## config.mk

```make
export PLATFORM = sky130hd
export DESIGN_NAME = nearest_neighbor_resampler_core
export DESIGN_NICKNAME = d
export VERILOG_FILES = /design/src/design/nnr_pkg.sv /design/src/design/nnr_div.sv /design/src/design/nnr_datapath.sv /design/src/design/nnr_ctrl.sv /design/src/design/nearest_neighbor_resampler_core.sv
export SDC_FILE = /design/constraint.sdc
export NUM_CORES = 2
export LEC_CHECK = 0
export BUFFER_PORTS_ARGS = -buffer_cell sky130_fd_sc_hd__buf_2
export CAP_MARGIN = 10
export CORE_AREA = 10 10 245 247
export CTS_CLUSTER_SIZE = 25
export DETAILED_ROUTE_END_ITERATION = 16
export DIE_AREA = 0 0 255 257
export GPL_ROUTABILITY_DRIVEN = 0
export PLACE_DENSITY = 0.72
export REMOVE_ABC_BUFFERS = 1
export SETUP_SLACK_MARGIN = 0.4
export SYNTH_ARGS = -nofsm -noshare
export SYNTH_HDL_FRONTEND = slang
export SYNTH_SLANG_ARGS = --single-unit
```

## constraint.sdc

```tcl
create_clock -name aclk -period 8.64 [get_ports aclk]
set_input_delay 1.728 -clock aclk [delete_from_list [all_inputs] [get_ports aclk]]
set_output_delay 1.728 -clock aclk [all_outputs]
set_load 0.01 [all_outputs]
```

## src/design/nnr_pkg.sv

```systemverilog
// Shared types, constants and helpers of the nearest-neighbor resampler.
// Used by nnr_ctrl, nnr_datapath and the top level; no dependencies of its own.
`default_nettype none

package nnr_pkg;

    // Default widths handed down from the top level
    localparam int LENGTH_BITS_DEF = 20;
    localparam int SAMPLE_BITS_DEF = 8;

    // Rate registers and their legal range
    localparam int            RATE_BITS = 16;
    localparam logic [15:0]   RATE_MIN  = 16'd2000;
    localparam logic [15:0]   RATE_MAX  = 16'd50000;
    localparam logic [15:0]   RATE_RESET = 16'd8000;

    // Most results one source pair may produce
    localparam int MAX_RESULTS = 27;

    // Configuration register indexes
    localparam int          CFG_ADDR_BITS     = 2;
    localparam logic [1:0]  CFG_SOURCE_LENGTH = 2'd0;
    localparam logic [1:0]  CFG_SOURCE_RATE   = 2'd1;
    localparam logic [1:0]  CFG_TARGET_RATE   = 2'd2;
    localparam logic [1:0]  CFG_STEREO_MODE   = 2'd3;

    // Commands from the controller to the datapath
    typedef struct packed {
        logic accept;      // latch an input transaction
        logic mul;         // form target_rate * source_length
        logic div_start;   // launch the divider
        logic set_target;  // load the new target length
        logic emit;        // load one result into the output register
        logic finish;      // advance the source pair count
    } nnr_cmd_t;

    // Status from the datapath to the controller
    typedef struct packed {
        logic new_sound;   // next pair is the first of a sound
        logic div_done;    // divider quotient valid
        logic more_now;    // a result is due for the current pair
        logic more_after;  // another result follows the one due now
        logic out_free;    // output register can take a result
    } nnr_status_t;

    // Clamp a rate into the legal range
    function automatic logic [RATE_BITS-1:0] clamp_rate(input logic [RATE_BITS-1:0] r);
        logic [RATE_BITS-1:0] c;
        c = r;
        if (r < RATE_MIN) c = RATE_MIN;
        if (r > RATE_MAX) c = RATE_MAX;
        return c;
    endfunction

endpackage

`default_nettype wire

```

## src/design/nnr_div.sv

```systemverilog
// Restoring unsigned divider, one quotient bit per cycle.
// Depends on nothing but its parameters.
`default_nettype none

module nnr_div #(
    parameter int NUM_BITS = 36,
    parameter int DEN_BITS = 16
) (
    input  wire logic                aclk,
    input  wire logic                aresetn,
    input  wire logic                start,
    input  wire logic [NUM_BITS-1:0] num,
    input  wire logic [DEN_BITS-1:0] den,
    output logic                     done,
    output logic [NUM_BITS-1:0]      quot
);

    localparam int CNT_BITS = $clog2(NUM_BITS + 1);

    logic [DEN_BITS-1:0] rem_reg;
    logic [NUM_BITS-1:0] quo_reg;
    logic [DEN_BITS-1:0] den_reg;
    logic [CNT_BITS-1:0] cnt_reg;
    logic                busy_reg;
    logic                done_reg;

    logic [DEN_BITS:0]   trial;
    logic [DEN_BITS:0]   diff;
    logic                fits;

    // Shift in the next numerator bit and try the subtraction
    assign trial = {rem_reg, quo_reg[NUM_BITS-1]};
    assign diff  = trial - {1'b0, den_reg};
    assign fits  = (trial >= {1'b0, den_reg});

    // Control: count the quotient bits, pulse done at the end
    always_ff @(posedge aclk) begin
        if (!aresetn) begin
            busy_reg <= 1'b0;
            done_reg <= 1'b0;
            cnt_reg  <= '0;
        end else begin
            done_reg <= 1'b0;
            if (start) begin
                busy_reg <= 1'b1;
                cnt_reg  <= CNT_BITS'(NUM_BITS);
            end else if (busy_reg) begin
                cnt_reg <= cnt_reg - CNT_BITS'(1);
                if (cnt_reg == CNT_BITS'(1)) begin
                    busy_reg <= 1'b0;
                    done_reg <= 1'b1;
                end
            end
        end
    end

    // Datapath: partial remainder and quotient shift register
    always_ff @(posedge aclk) begin
        if (start) begin
            rem_reg <= '0;
            quo_reg <= num;
            den_reg <= den;
        end else if (busy_reg) begin
            rem_reg <= fits ? diff[DEN_BITS-1:0] : trial[DEN_BITS-1:0];
            quo_reg <= {quo_reg[NUM_BITS-2:0], fits};
        end
    end

    assign done = done_reg;
    assign quot = quo_reg;

endmodule

`default_nettype wire

```

## src/design/nnr_datapath.sv

```systemverilog
// Datapath of the resampler: configuration registers, sound counters,
// target length arithmetic and the output register. Uses nnr_pkg and nnr_div.
`default_nettype none

module nnr_datapath #(
    parameter int LENGTH_BITS = nnr_pkg::LENGTH_BITS_DEF,
    parameter int SAMPLE_BITS = nnr_pkg::SAMPLE_BITS_DEF,
    parameter int CFG_BITS    = nnr_pkg::LENGTH_BITS_DEF,
    parameter int DATA_BITS   = 16
) (
    input  wire logic                              aclk,
    input  wire logic                              aresetn,
    // configuration write port
    input  wire logic                              cfg_wen,
    input  wire logic [nnr_pkg::CFG_ADDR_BITS-1:0] cfg_addr,
    input  wire logic [CFG_BITS-1:0]               cfg_wdata,
    // input payload
    input  wire logic [DATA_BITS-1:0]              s_tdata,
    // controller link
    input  wire nnr_pkg::nnr_cmd_t                 cmd,
    output nnr_pkg::nnr_status_t                   status,
    // result channel
    input  wire logic                              m_tready,
    output logic                                   m_tvalid,
    output logic [DATA_BITS-1:0]                   m_tdata,
    output logic                                   m_tlast,
    output logic                                   m_tuser
);

    localparam int ACC_BITS   = 2 * LENGTH_BITS;
    localparam int PROD_BITS  = nnr_pkg::RATE_BITS + LENGTH_BITS;
    localparam int BURST_BITS = $clog2(nnr_pkg::MAX_RESULTS + 1);

    // Configuration registers
    logic [LENGTH_BITS-1:0]        src_len_reg;
    logic [nnr_pkg::RATE_BITS-1:0] src_rate_reg;
    logic [nnr_pkg::RATE_BITS-1:0] tgt_rate_reg;
    logic                          stereo_reg;

    // Sound state
    logic [LENGTH_BITS-1:0] src_count_reg;
    logic [LENGTH_BITS-1:0] out_count_reg;
    logic [LENGTH_BITS-1:0] target_len_reg;
    logic [ACC_BITS-1:0]    acc_reg;
    logic [ACC_BITS-1:0]    limit_reg;
    logic [BURST_BITS-1:0]  burst_reg;

    // Held input pair and product
    logic [SAMPLE_BITS-1:0] left_reg;
    logic [SAMPLE_BITS-1:0] right_reg;
    logic [PROD_BITS-1:0]   prod_reg;

    // Output register
    logic                   m_valid_reg;
    logic [SAMPLE_BITS-1:0] out_left_reg;
    logic [SAMPLE_BITS-1:0] out_right_reg;
    logic                   out_run_last_reg;
    logic                   out_sound_last_reg;

    logic                   restart;
    logic [PROD_BITS-1:0]   quot;
    logic                   div_done;
    logic [LENGTH_BITS-1:0] target_next;
    logic [LENGTH_BITS-1:0] src_count_inc;
    logic [LENGTH_BITS-1:0] src_count_next;
    logic [LENGTH_BITS:0]   out_count_inc;
    logic [ACC_BITS-1:0]    acc_next;
    logic [BURST_BITS-1:0]  burst_inc;
    logic                   sound_last;

    // Every write to a register returns the stream to the start of a sound
    assign restart = cfg_wen;

    // Configuration writes
    always_ff @(posedge aclk) begin
        if (!aresetn) begin
            src_len_reg  <= LENGTH_BITS'(1);
            src_rate_reg <= nnr_pkg::RATE_RESET;
            tgt_rate_reg <= nnr_pkg::RATE_RESET;
            stereo_reg   <= 1'b0;
        end else if (cfg_wen) begin
            case (cfg_addr)
                nnr_pkg::CFG_SOURCE_LENGTH: src_len_reg  <= cfg_wdata[LENGTH_BITS-1:0];
                nnr_pkg::CFG_SOURCE_RATE:   src_rate_reg <= cfg_wdata[nnr_pkg::RATE_BITS-1:0];
                nnr_pkg::CFG_TARGET_RATE:   tgt_rate_reg <= cfg_wdata[nnr_pkg::RATE_BITS-1:0];
                nnr_pkg::CFG_STEREO_MODE:   stereo_reg   <= cfg_wdata[0];
                default: ;
            endcase
        end
    end

    // Latch the pair; mono copies left into right
    always_ff @(posedge aclk) begin
        if (cmd.accept) begin
            left_reg  <= s_tdata[SAMPLE_BITS-1:0];
            right_reg <= stereo_reg ? s_tdata[2*SAMPLE_BITS-1:SAMPLE_BITS]
                                    : s_tdata[SAMPLE_BITS-1:0];
        end
    end

    // Target rate times source length, registered before the divider
    always_ff @(posedge aclk) begin
        if (cmd.mul) begin
            prod_reg <= PROD_BITS'(nnr_pkg::clamp_rate(tgt_rate_reg))
                      * PROD_BITS'(src_len_reg);
        end
    end

    nnr_div #(
        .NUM_BITS (PROD_BITS),
        .DEN_BITS (nnr_pkg::RATE_BITS)
    ) u_div (
        .aclk    (aclk),
        .aresetn (aresetn),
        .start   (cmd.div_start),
        .num     (prod_reg),
        .den     (nnr_pkg::clamp_rate(src_rate_reg)),
        .done    (div_done),
        .quot    (quot)
    );

    // Saturate the quotient to the length range, then round down to even
    always_comb begin
        if (quot[PROD_BITS-1:LENGTH_BITS] != '0) begin
            target_next = {{(LENGTH_BITS-1){1'b1}}, 1'b0};
        end else begin
            target_next = {quot[LENGTH_BITS-1:1], 1'b0};
        end
    end

    // Next values of the counters
    assign src_count_inc  = src_count_reg + LENGTH_BITS'(1);
    assign src_count_next = (src_count_inc >= src_len_reg) ? '0 : src_count_inc;
    assign out_count_inc  = {1'b0, out_count_reg} + (LENGTH_BITS+1)'(1);
    assign acc_next       = acc_reg + ACC_BITS'(src_len_reg);
    assign burst_inc      = burst_reg + BURST_BITS'(1);
    assign sound_last     = (out_count_inc == {1'b0, target_len_reg});

    // Sound counters, accumulator and output limit
    always_ff @(posedge aclk) begin
        if (!aresetn || restart) begin
            src_count_reg  <= '0;
            out_count_reg  <= '0;
            target_len_reg <= '0;
            acc_reg        <= '0;
            limit_reg      <= '0;
            burst_reg      <= '0;
        end else begin
            if (cmd.accept) begin
                burst_reg <= '0;
                // a continuing sound extends the limit by one target length
                if (src_count_reg != '0) begin
                    limit_reg <= limit_reg + ACC_BITS'(target_len_reg);
                end
            end
            if (cmd.set_target) begin
                target_len_reg <= target_next;
                limit_reg      <= ACC_BITS'(target_next);
                out_count_reg  <= '0;
                acc_reg        <= '0;
            end
            if (cmd.emit) begin
                out_count_reg <= out_count_inc[LENGTH_BITS-1:0];
                acc_reg       <= acc_next;
                burst_reg     <= burst_inc;
            end
            if (cmd.finish) begin
                src_count_reg <= src_count_next;
            end
        end
    end

    // Output register: hold until the receiver takes the transaction
    always_ff @(posedge aclk) begin
        if (!aresetn) begin
            m_valid_reg <= 1'b0;
        end else if (cmd.emit) begin
            m_valid_reg <= 1'b1;
        end else if (m_tready) begin
            m_valid_reg <= 1'b0;
        end
    end

    always_ff @(posedge aclk) begin
        if (cmd.emit) begin
            out_left_reg       <= left_reg;
            out_right_reg      <= right_reg;
            out_run_last_reg   <= ~status.more_after;
            out_sound_last_reg <= sound_last;
        end
    end

    // Status back to the controller
    always_comb begin
        status.new_sound  = (src_count_reg == '0);
        status.div_done   = div_done;
        status.more_now   = (out_count_reg < target_len_reg) && (acc_reg < limit_reg)
                          && (burst_reg < BURST_BITS'(nnr_pkg::MAX_RESULTS));
        status.more_after = (out_count_inc < {1'b0, target_len_reg}) && (acc_next < limit_reg)
                          && (burst_inc < BURST_BITS'(nnr_pkg::MAX_RESULTS));
        status.out_free   = ~m_valid_reg | m_tready;
    end

    assign m_tvalid = m_valid_reg;
    assign m_tdata  = DATA_BITS'({out_right_reg, out_left_reg});
    assign m_tlast  = out_run_last_reg;
    assign m_tuser  = out_sound_last_reg;

endmodule

`default_nettype wire

```

## src/design/nnr_ctrl.sv

```systemverilog
// Controller of the resampler: sequences accept, target length division
// and the result burst of each source pair. Uses nnr_pkg types.
`default_nettype none

module nnr_ctrl (
    input  wire logic                 aclk,
    input  wire logic                 aresetn,
    input  wire logic                 s_tvalid,
    output logic                      s_tready,
    input  wire nnr_pkg::nnr_status_t status,
    output nnr_pkg::nnr_cmd_t         cmd
);

    localparam logic [2:0] ST_IDLE   = 3'd0;
    localparam logic [2:0] ST_MUL    = 3'd1;
    localparam logic [2:0] ST_DSTART = 3'd2;
    localparam logic [2:0] ST_DIV    = 3'd3;
    localparam logic [2:0] ST_EMIT   = 3'd4;

    logic [2:0] state_reg;
    logic [2:0] state_next;

    always_ff @(posedge aclk) begin
        if (!aresetn) begin
            state_reg <= ST_IDLE;
        end else begin
            state_reg <= state_next;
        end
    end

    // Next state and commands
    always_comb begin
        state_next = state_reg;
        cmd        = '0;
        s_tready   = 1'b0;
        case (state_reg)
            ST_IDLE: begin
                s_tready = 1'b1;
                if (s_tvalid) begin
                    cmd.accept = 1'b1;
                    state_next = status.new_sound ? ST_MUL : ST_EMIT;
                end
            end
            ST_MUL: begin
                cmd.mul    = 1'b1;
                state_next = ST_DSTART;
            end
            ST_DSTART: begin
                cmd.div_start = 1'b1;
                state_next    = ST_DIV;
            end
            ST_DIV: begin
                if (status.div_done) begin
                    cmd.set_target = 1'b1;
                    state_next     = ST_EMIT;
                end
            end
            ST_EMIT: begin
                // drop out at once when the pair produces nothing more
                if (!status.more_now) begin
                    cmd.finish = 1'b1;
                    state_next = ST_IDLE;
                end else if (status.out_free) begin
                    cmd.emit = 1'b1;
                    if (!status.more_after) begin
                        cmd.finish = 1'b1;
                        state_next = ST_IDLE;
                    end
                end
            end
            default: begin
                state_next = ST_IDLE;
            end
        endcase
    end

endmodule

`default_nettype wire

```

## src/design/nearest_neighbor_resampler_core.sv

```systemverilog
// Nearest-neighbor audio resampler, top level.
// Uses nnr_pkg, nnr_ctrl, nnr_datapath (which holds nnr_div).
//
// Usage: write source_length, source_rate, target_rate and stereo_mode on the
// cfg_* port while the block is idle; any write restarts the sound. Then
// stream the source sound, one left/right pair per s_axis transaction. Each
// pair produces zero or more m_axis transactions carrying the nearest source
// pair; m_axis_tlast marks the last result of a pair, m_axis_tuser the final
// sample of the whole output sound.
// Timing: one pair is in work at a time. The first pair of a sound passes
// through accept, the multiply and the bit-serial divide that yields the
// target length, then emits its results; every later pair goes from
// accept straight to its results.
// Results sit in an output register: the next pair is accepted while the
// last result still waits; a stalled receiver holds the burst in place.
// Reset returns the registers to source_length 1, both rates 8000 and mono,
// and clears all counters.
`default_nettype none

module nearest_neighbor_resampler_core #(
    parameter  int LENGTH_BITS = nnr_pkg::LENGTH_BITS_DEF,
    parameter  int SAMPLE_BITS = nnr_pkg::SAMPLE_BITS_DEF,
    localparam int CFG_BITS    = (LENGTH_BITS > nnr_pkg::RATE_BITS) ? LENGTH_BITS
                                                                     : nnr_pkg::RATE_BITS,
    localparam int DATA_BITS   = ((2 * SAMPLE_BITS + 7) / 8) * 8
) (
    input  wire logic                              aclk,
    input  wire logic                              aresetn,
    // configuration write port
    input  wire logic                              cfg_wen,
    input  wire logic [nnr_pkg::CFG_ADDR_BITS-1:0] cfg_addr,
    input  wire logic [CFG_BITS-1:0]               cfg_wdata,
    // source pairs
    input  wire logic                              s_axis_tvalid,
    output logic                                   s_axis_tready,
    input  wire logic [DATA_BITS-1:0]              s_axis_tdata,  // left_sample, right_sample
    // resampled pairs
    output logic                                   m_axis_tvalid,
    input  wire logic                              m_axis_tready,
    output logic [DATA_BITS-1:0]                   m_axis_tdata,  // left_out, right_out
    output logic                                   m_axis_tlast,  // run_last
    output logic                                   m_axis_tuser   // sound_last
);

    nnr_pkg::nnr_cmd_t    cmd;
    nnr_pkg::nnr_status_t status;

    nnr_ctrl u_ctrl (
        .aclk     (aclk),
        .aresetn  (aresetn),
        .s_tvalid (s_axis_tvalid),
        .s_tready (s_axis_tready),
        .status   (status),
        .cmd      (cmd)
    );

    nnr_datapath #(
        .LENGTH_BITS (LENGTH_BITS),
        .SAMPLE_BITS (SAMPLE_BITS),
        .CFG_BITS    (CFG_BITS),
        .DATA_BITS   (DATA_BITS)
    ) u_datapath (
        .aclk      (aclk),
        .aresetn   (aresetn),
        .cfg_wen   (cfg_wen),
        .cfg_addr  (cfg_addr),
        .cfg_wdata (cfg_wdata),
        .s_tdata   (s_axis_tdata),
        .cmd       (cmd),
        .status    (status),
        .m_tready  (m_axis_tready),
        .m_tvalid  (m_axis_tvalid),
        .m_tdata   (m_axis_tdata),
        .m_tlast   (m_axis_tlast),
        .m_tuser   (m_axis_tuser)
    );

endmodule

`default_nettype wire
```

==> run metrics <==
number of synthesis warnings=0; clock tree buffer depth=3; total buffers and inverters traversed by the critical path=5; number of maximum-capacitance constraint violations=0; number of register bits inferred by synthesis=346; post-route worst hold slack=400.2 ps; final worst clock skew=33.39 ps; number of cell rows=86; Final Hold Fails=0; antenna violations before repair=0; CP max stage cell=fa_1; final WL=76870 um; setup repair after global routing missed its margin=yes; Max Clk Rate=126.6 MHz; count of routing violations after the opening detailed-route iteration=1810; non-filler instance count after layout=4253; Clock transition at path regs=60 ps; critical-path maximum fanout=16; main area contributors after synthesis=fa_1, dfxtp_1, ha_1, edfxtp_1, nand2_1; average size of a mapped cell=8.655 sq um; most numerous cell in the Yosys netlist=nand2_1; layout cell share with drive strength beyond 1=6.537%; slew at the pin closest to its max-slew limit=1134 ps; number of primary I/O pins=63; leading area contributor after synthesis=fa_1; Syn-to-layout area delta=7.205%; horizontal extent of the die=255 um; portion of synthesized cell area occupied by the leading cell type=16.63%; number of sinks driven by the clock tree=346; cell family contributing the most delay on the critical path=adder cells; core area=0.05488 sq mm; clock period minus final worst setup slack=7900 ps; number of port buffers=62; number of flip-flops in the largest register=40; length of the first detailed-routing pass in iterations=6; CTS Root Cell=clkbuf_16; Total Nets Final=4117; endpoint kind of the worst setup timing path=register; via count of the first global-routing pass=24250; number of flops mapped to enable cells by yosys=122; combined flip-flop and latch cell area=0.008148 sq mm; power per unit of standard cell area=140.7 mW/mm^2; pin count of the biggest net entering global routing=63; Post-DP HPWL=58830 um; most numerous cell on the critical path=fa_1; class of the worst hold path=reg -> reg; share of the clock period used by the worst path=91.43%; Main synth FF type=dfxtp_1; Arr. time, crit path=8190 ps; wire length of the first global-routing pass=126900 um; total of fill cells in the finished design=4854; Post-synth top cells=nand2_1, inv_1, ha_1; Internal Power=3.208 mW; power spent charging and discharging nets=1.387 mW; number of antenna diodes=0; Num CTS Buffers=40; GR Overflow Total=0; source-to-sink clock delay at the later pin of the worst-skew pair=570 ps; vertical die dimension=257 um; TritonCTS clock tree=yes; Avg WL per Cell=18.08 um; leakage power total=14.83 nW; number of setup violations in the final report=0; netlist area before placement=0.03046 sq mm; Worst Path Class, Setup=reg -> reg; clock group share of total power=36.2%; multi-input gate area in the final layout=0.02009 sq mm; number of vias after detailed routing=24350; DRC Markers=0; peak per-stage delay on the critical path=550 ps; post-synthesis sequential area ratio=26.75%; Switching Share=30.18%; required time worst endpoint=8930 ps; part of the total power dissipated in sequential elements=41.9%; worst rel slew slack=24.41%; remaining antenna violation count after routing=0; fraction of registers with async set/reset=0%; number of pins with negative max-slew slack in the final report=0; synthesized instance count=3519; number of library cell types mapped by synthesis=90; crit path launch type=register; combinational power share=21.9%; total track usage=23.85%; post-detailed-route via-to-cell ratio=5.726; result of the run=completed; Initial Utilization=55.50%; VDD IR max=0.0001514 V; htree depth=2; Cell Count Post-Placement=4179; area of the die=0.06554 sq mm; total negative slack=0 ps
==> final timing paths <==
path         cells past startpoint                        start                           to  slack (ps)
max                             26  u_datapath.tgt_rate_reg[11]      u_datapath.prod_reg[35]         740
min                              0      u_datapath.right_reg[2]  u_datapath.out_right_reg[2]         400
max reg2reg                     26  u_datapath.tgt_rate_reg[11]      u_datapath.prod_reg[35]         740
min reg2reg                      0      u_datapath.right_reg[2]  u_datapath.out_right_reg[2]         400
==> cell usage in the layout, fill, tap and decap left out, types with 11 or more instances in the layout <==
cell / instances
nand2_1: 553
inv_1: 425
ha_1: 304
fa_1: 253
a21oi_1: 251
dfxtp_1: 224
nor2_1: 152
nand3_1: 134
o21ai_0: 131
edfxtp_1: 122
and3_1: 102
xnor2_1: 97
and2_1: 71
buf_2: 62
nor3_1: 50
a21o_1: 47
buf_4: 43
clkbuf_16: 41
nand4_1: 33
or3_1: 33
xor2_1: 32
a211oi_1: 24
nand2b_1: 23
o21ai_1: 21
nor4_1: 20
o21a_1: 20
mux2i_1: 19
nor2b_1: 15
or2_2: 13
o211ai_1: 13
or4_1: 13
a31oi_1: 12
o21bai_1: 12
a311oi_1: 11
==> timing repair <==
action	4_1_cts	5_1_grt
hold buffers	0	0
endpoints found under the setup margin	0	12
endpoints found under the hold margin	0	0
gates resized for setup	0	5
buffers inserted	0	0
==> cell type report <==
type                            instances  share of cell area, %
Inverter                              428                  4.920
Clock inverter                         16                 0.3679
Sequential cell                       346                  24.95
Clock buffer                           58                  3.583
Timing Repair Buffer                  105                  1.939
Multi-Input combinational cell       2596                  61.54
Tap cell                              704                  2.698
==> metrics by stage <==
step / util, % / setup slack [ps] / instance area (sq um) / total power [mW]
2_1_floorplan: - / 789.7 / 29820 / 2.681
3_3_place_gp: 57.14 / 679.1 / 31360 / 2.942
3_5_place_dp: 57.14 / 530.9 / 31360 / 2.954
4_1_cts: 59.49 / 518.3 / 32650 / 4.626
5_1_grt: 59.50 / 369.9 / 32650 / 4.846
6_report: 59.50 / 740.4 / 32650 / 4.595
==> kinds of logic after synthesis <==
| group | count (synthesis) | share of synthesized area [%] |
|---|---|---|
| compound gates | 617 | 12.25 |
| mux | 27 | 0.9202 |
| fa+ha+maj | 557 | 29.12 |
| simple gates | 1266 | 19.87 |
| flops | 346 | 26.75 |
| xor+xnor | 129 | 3.709 |
| buf+inv | 577 | 7.378 |
==> routing by layer <==
| metal | up-vias | share of wire (%) | GRT usage (%) |
|---|---|---|---|
| met3 | 158 | 5.6 | 3.105 |
| met1 | 11660 | 43 | 31.19 |
| li1 | 11830 | - | - |
| met4 | 0 | 3.9 | 9.225 |
| met5 | - | 0 | 0 |
| met2 | 709 | 47 | 39.45 |
==> power groups by stage <==
stage                     combinational (mW)  sequential [mW]  clock [mW]
after CTS                               1.00             1.92        1.70
after global routing                    1.15             1.94        1.76
after floorplan                        0.757             1.92           0
after global placement                 0.988             1.95           0
final                                   1.01             1.92        1.67
after detailed placement               0.998             1.96           0
No activity file was read; power rests on OpenSTA's default activity.
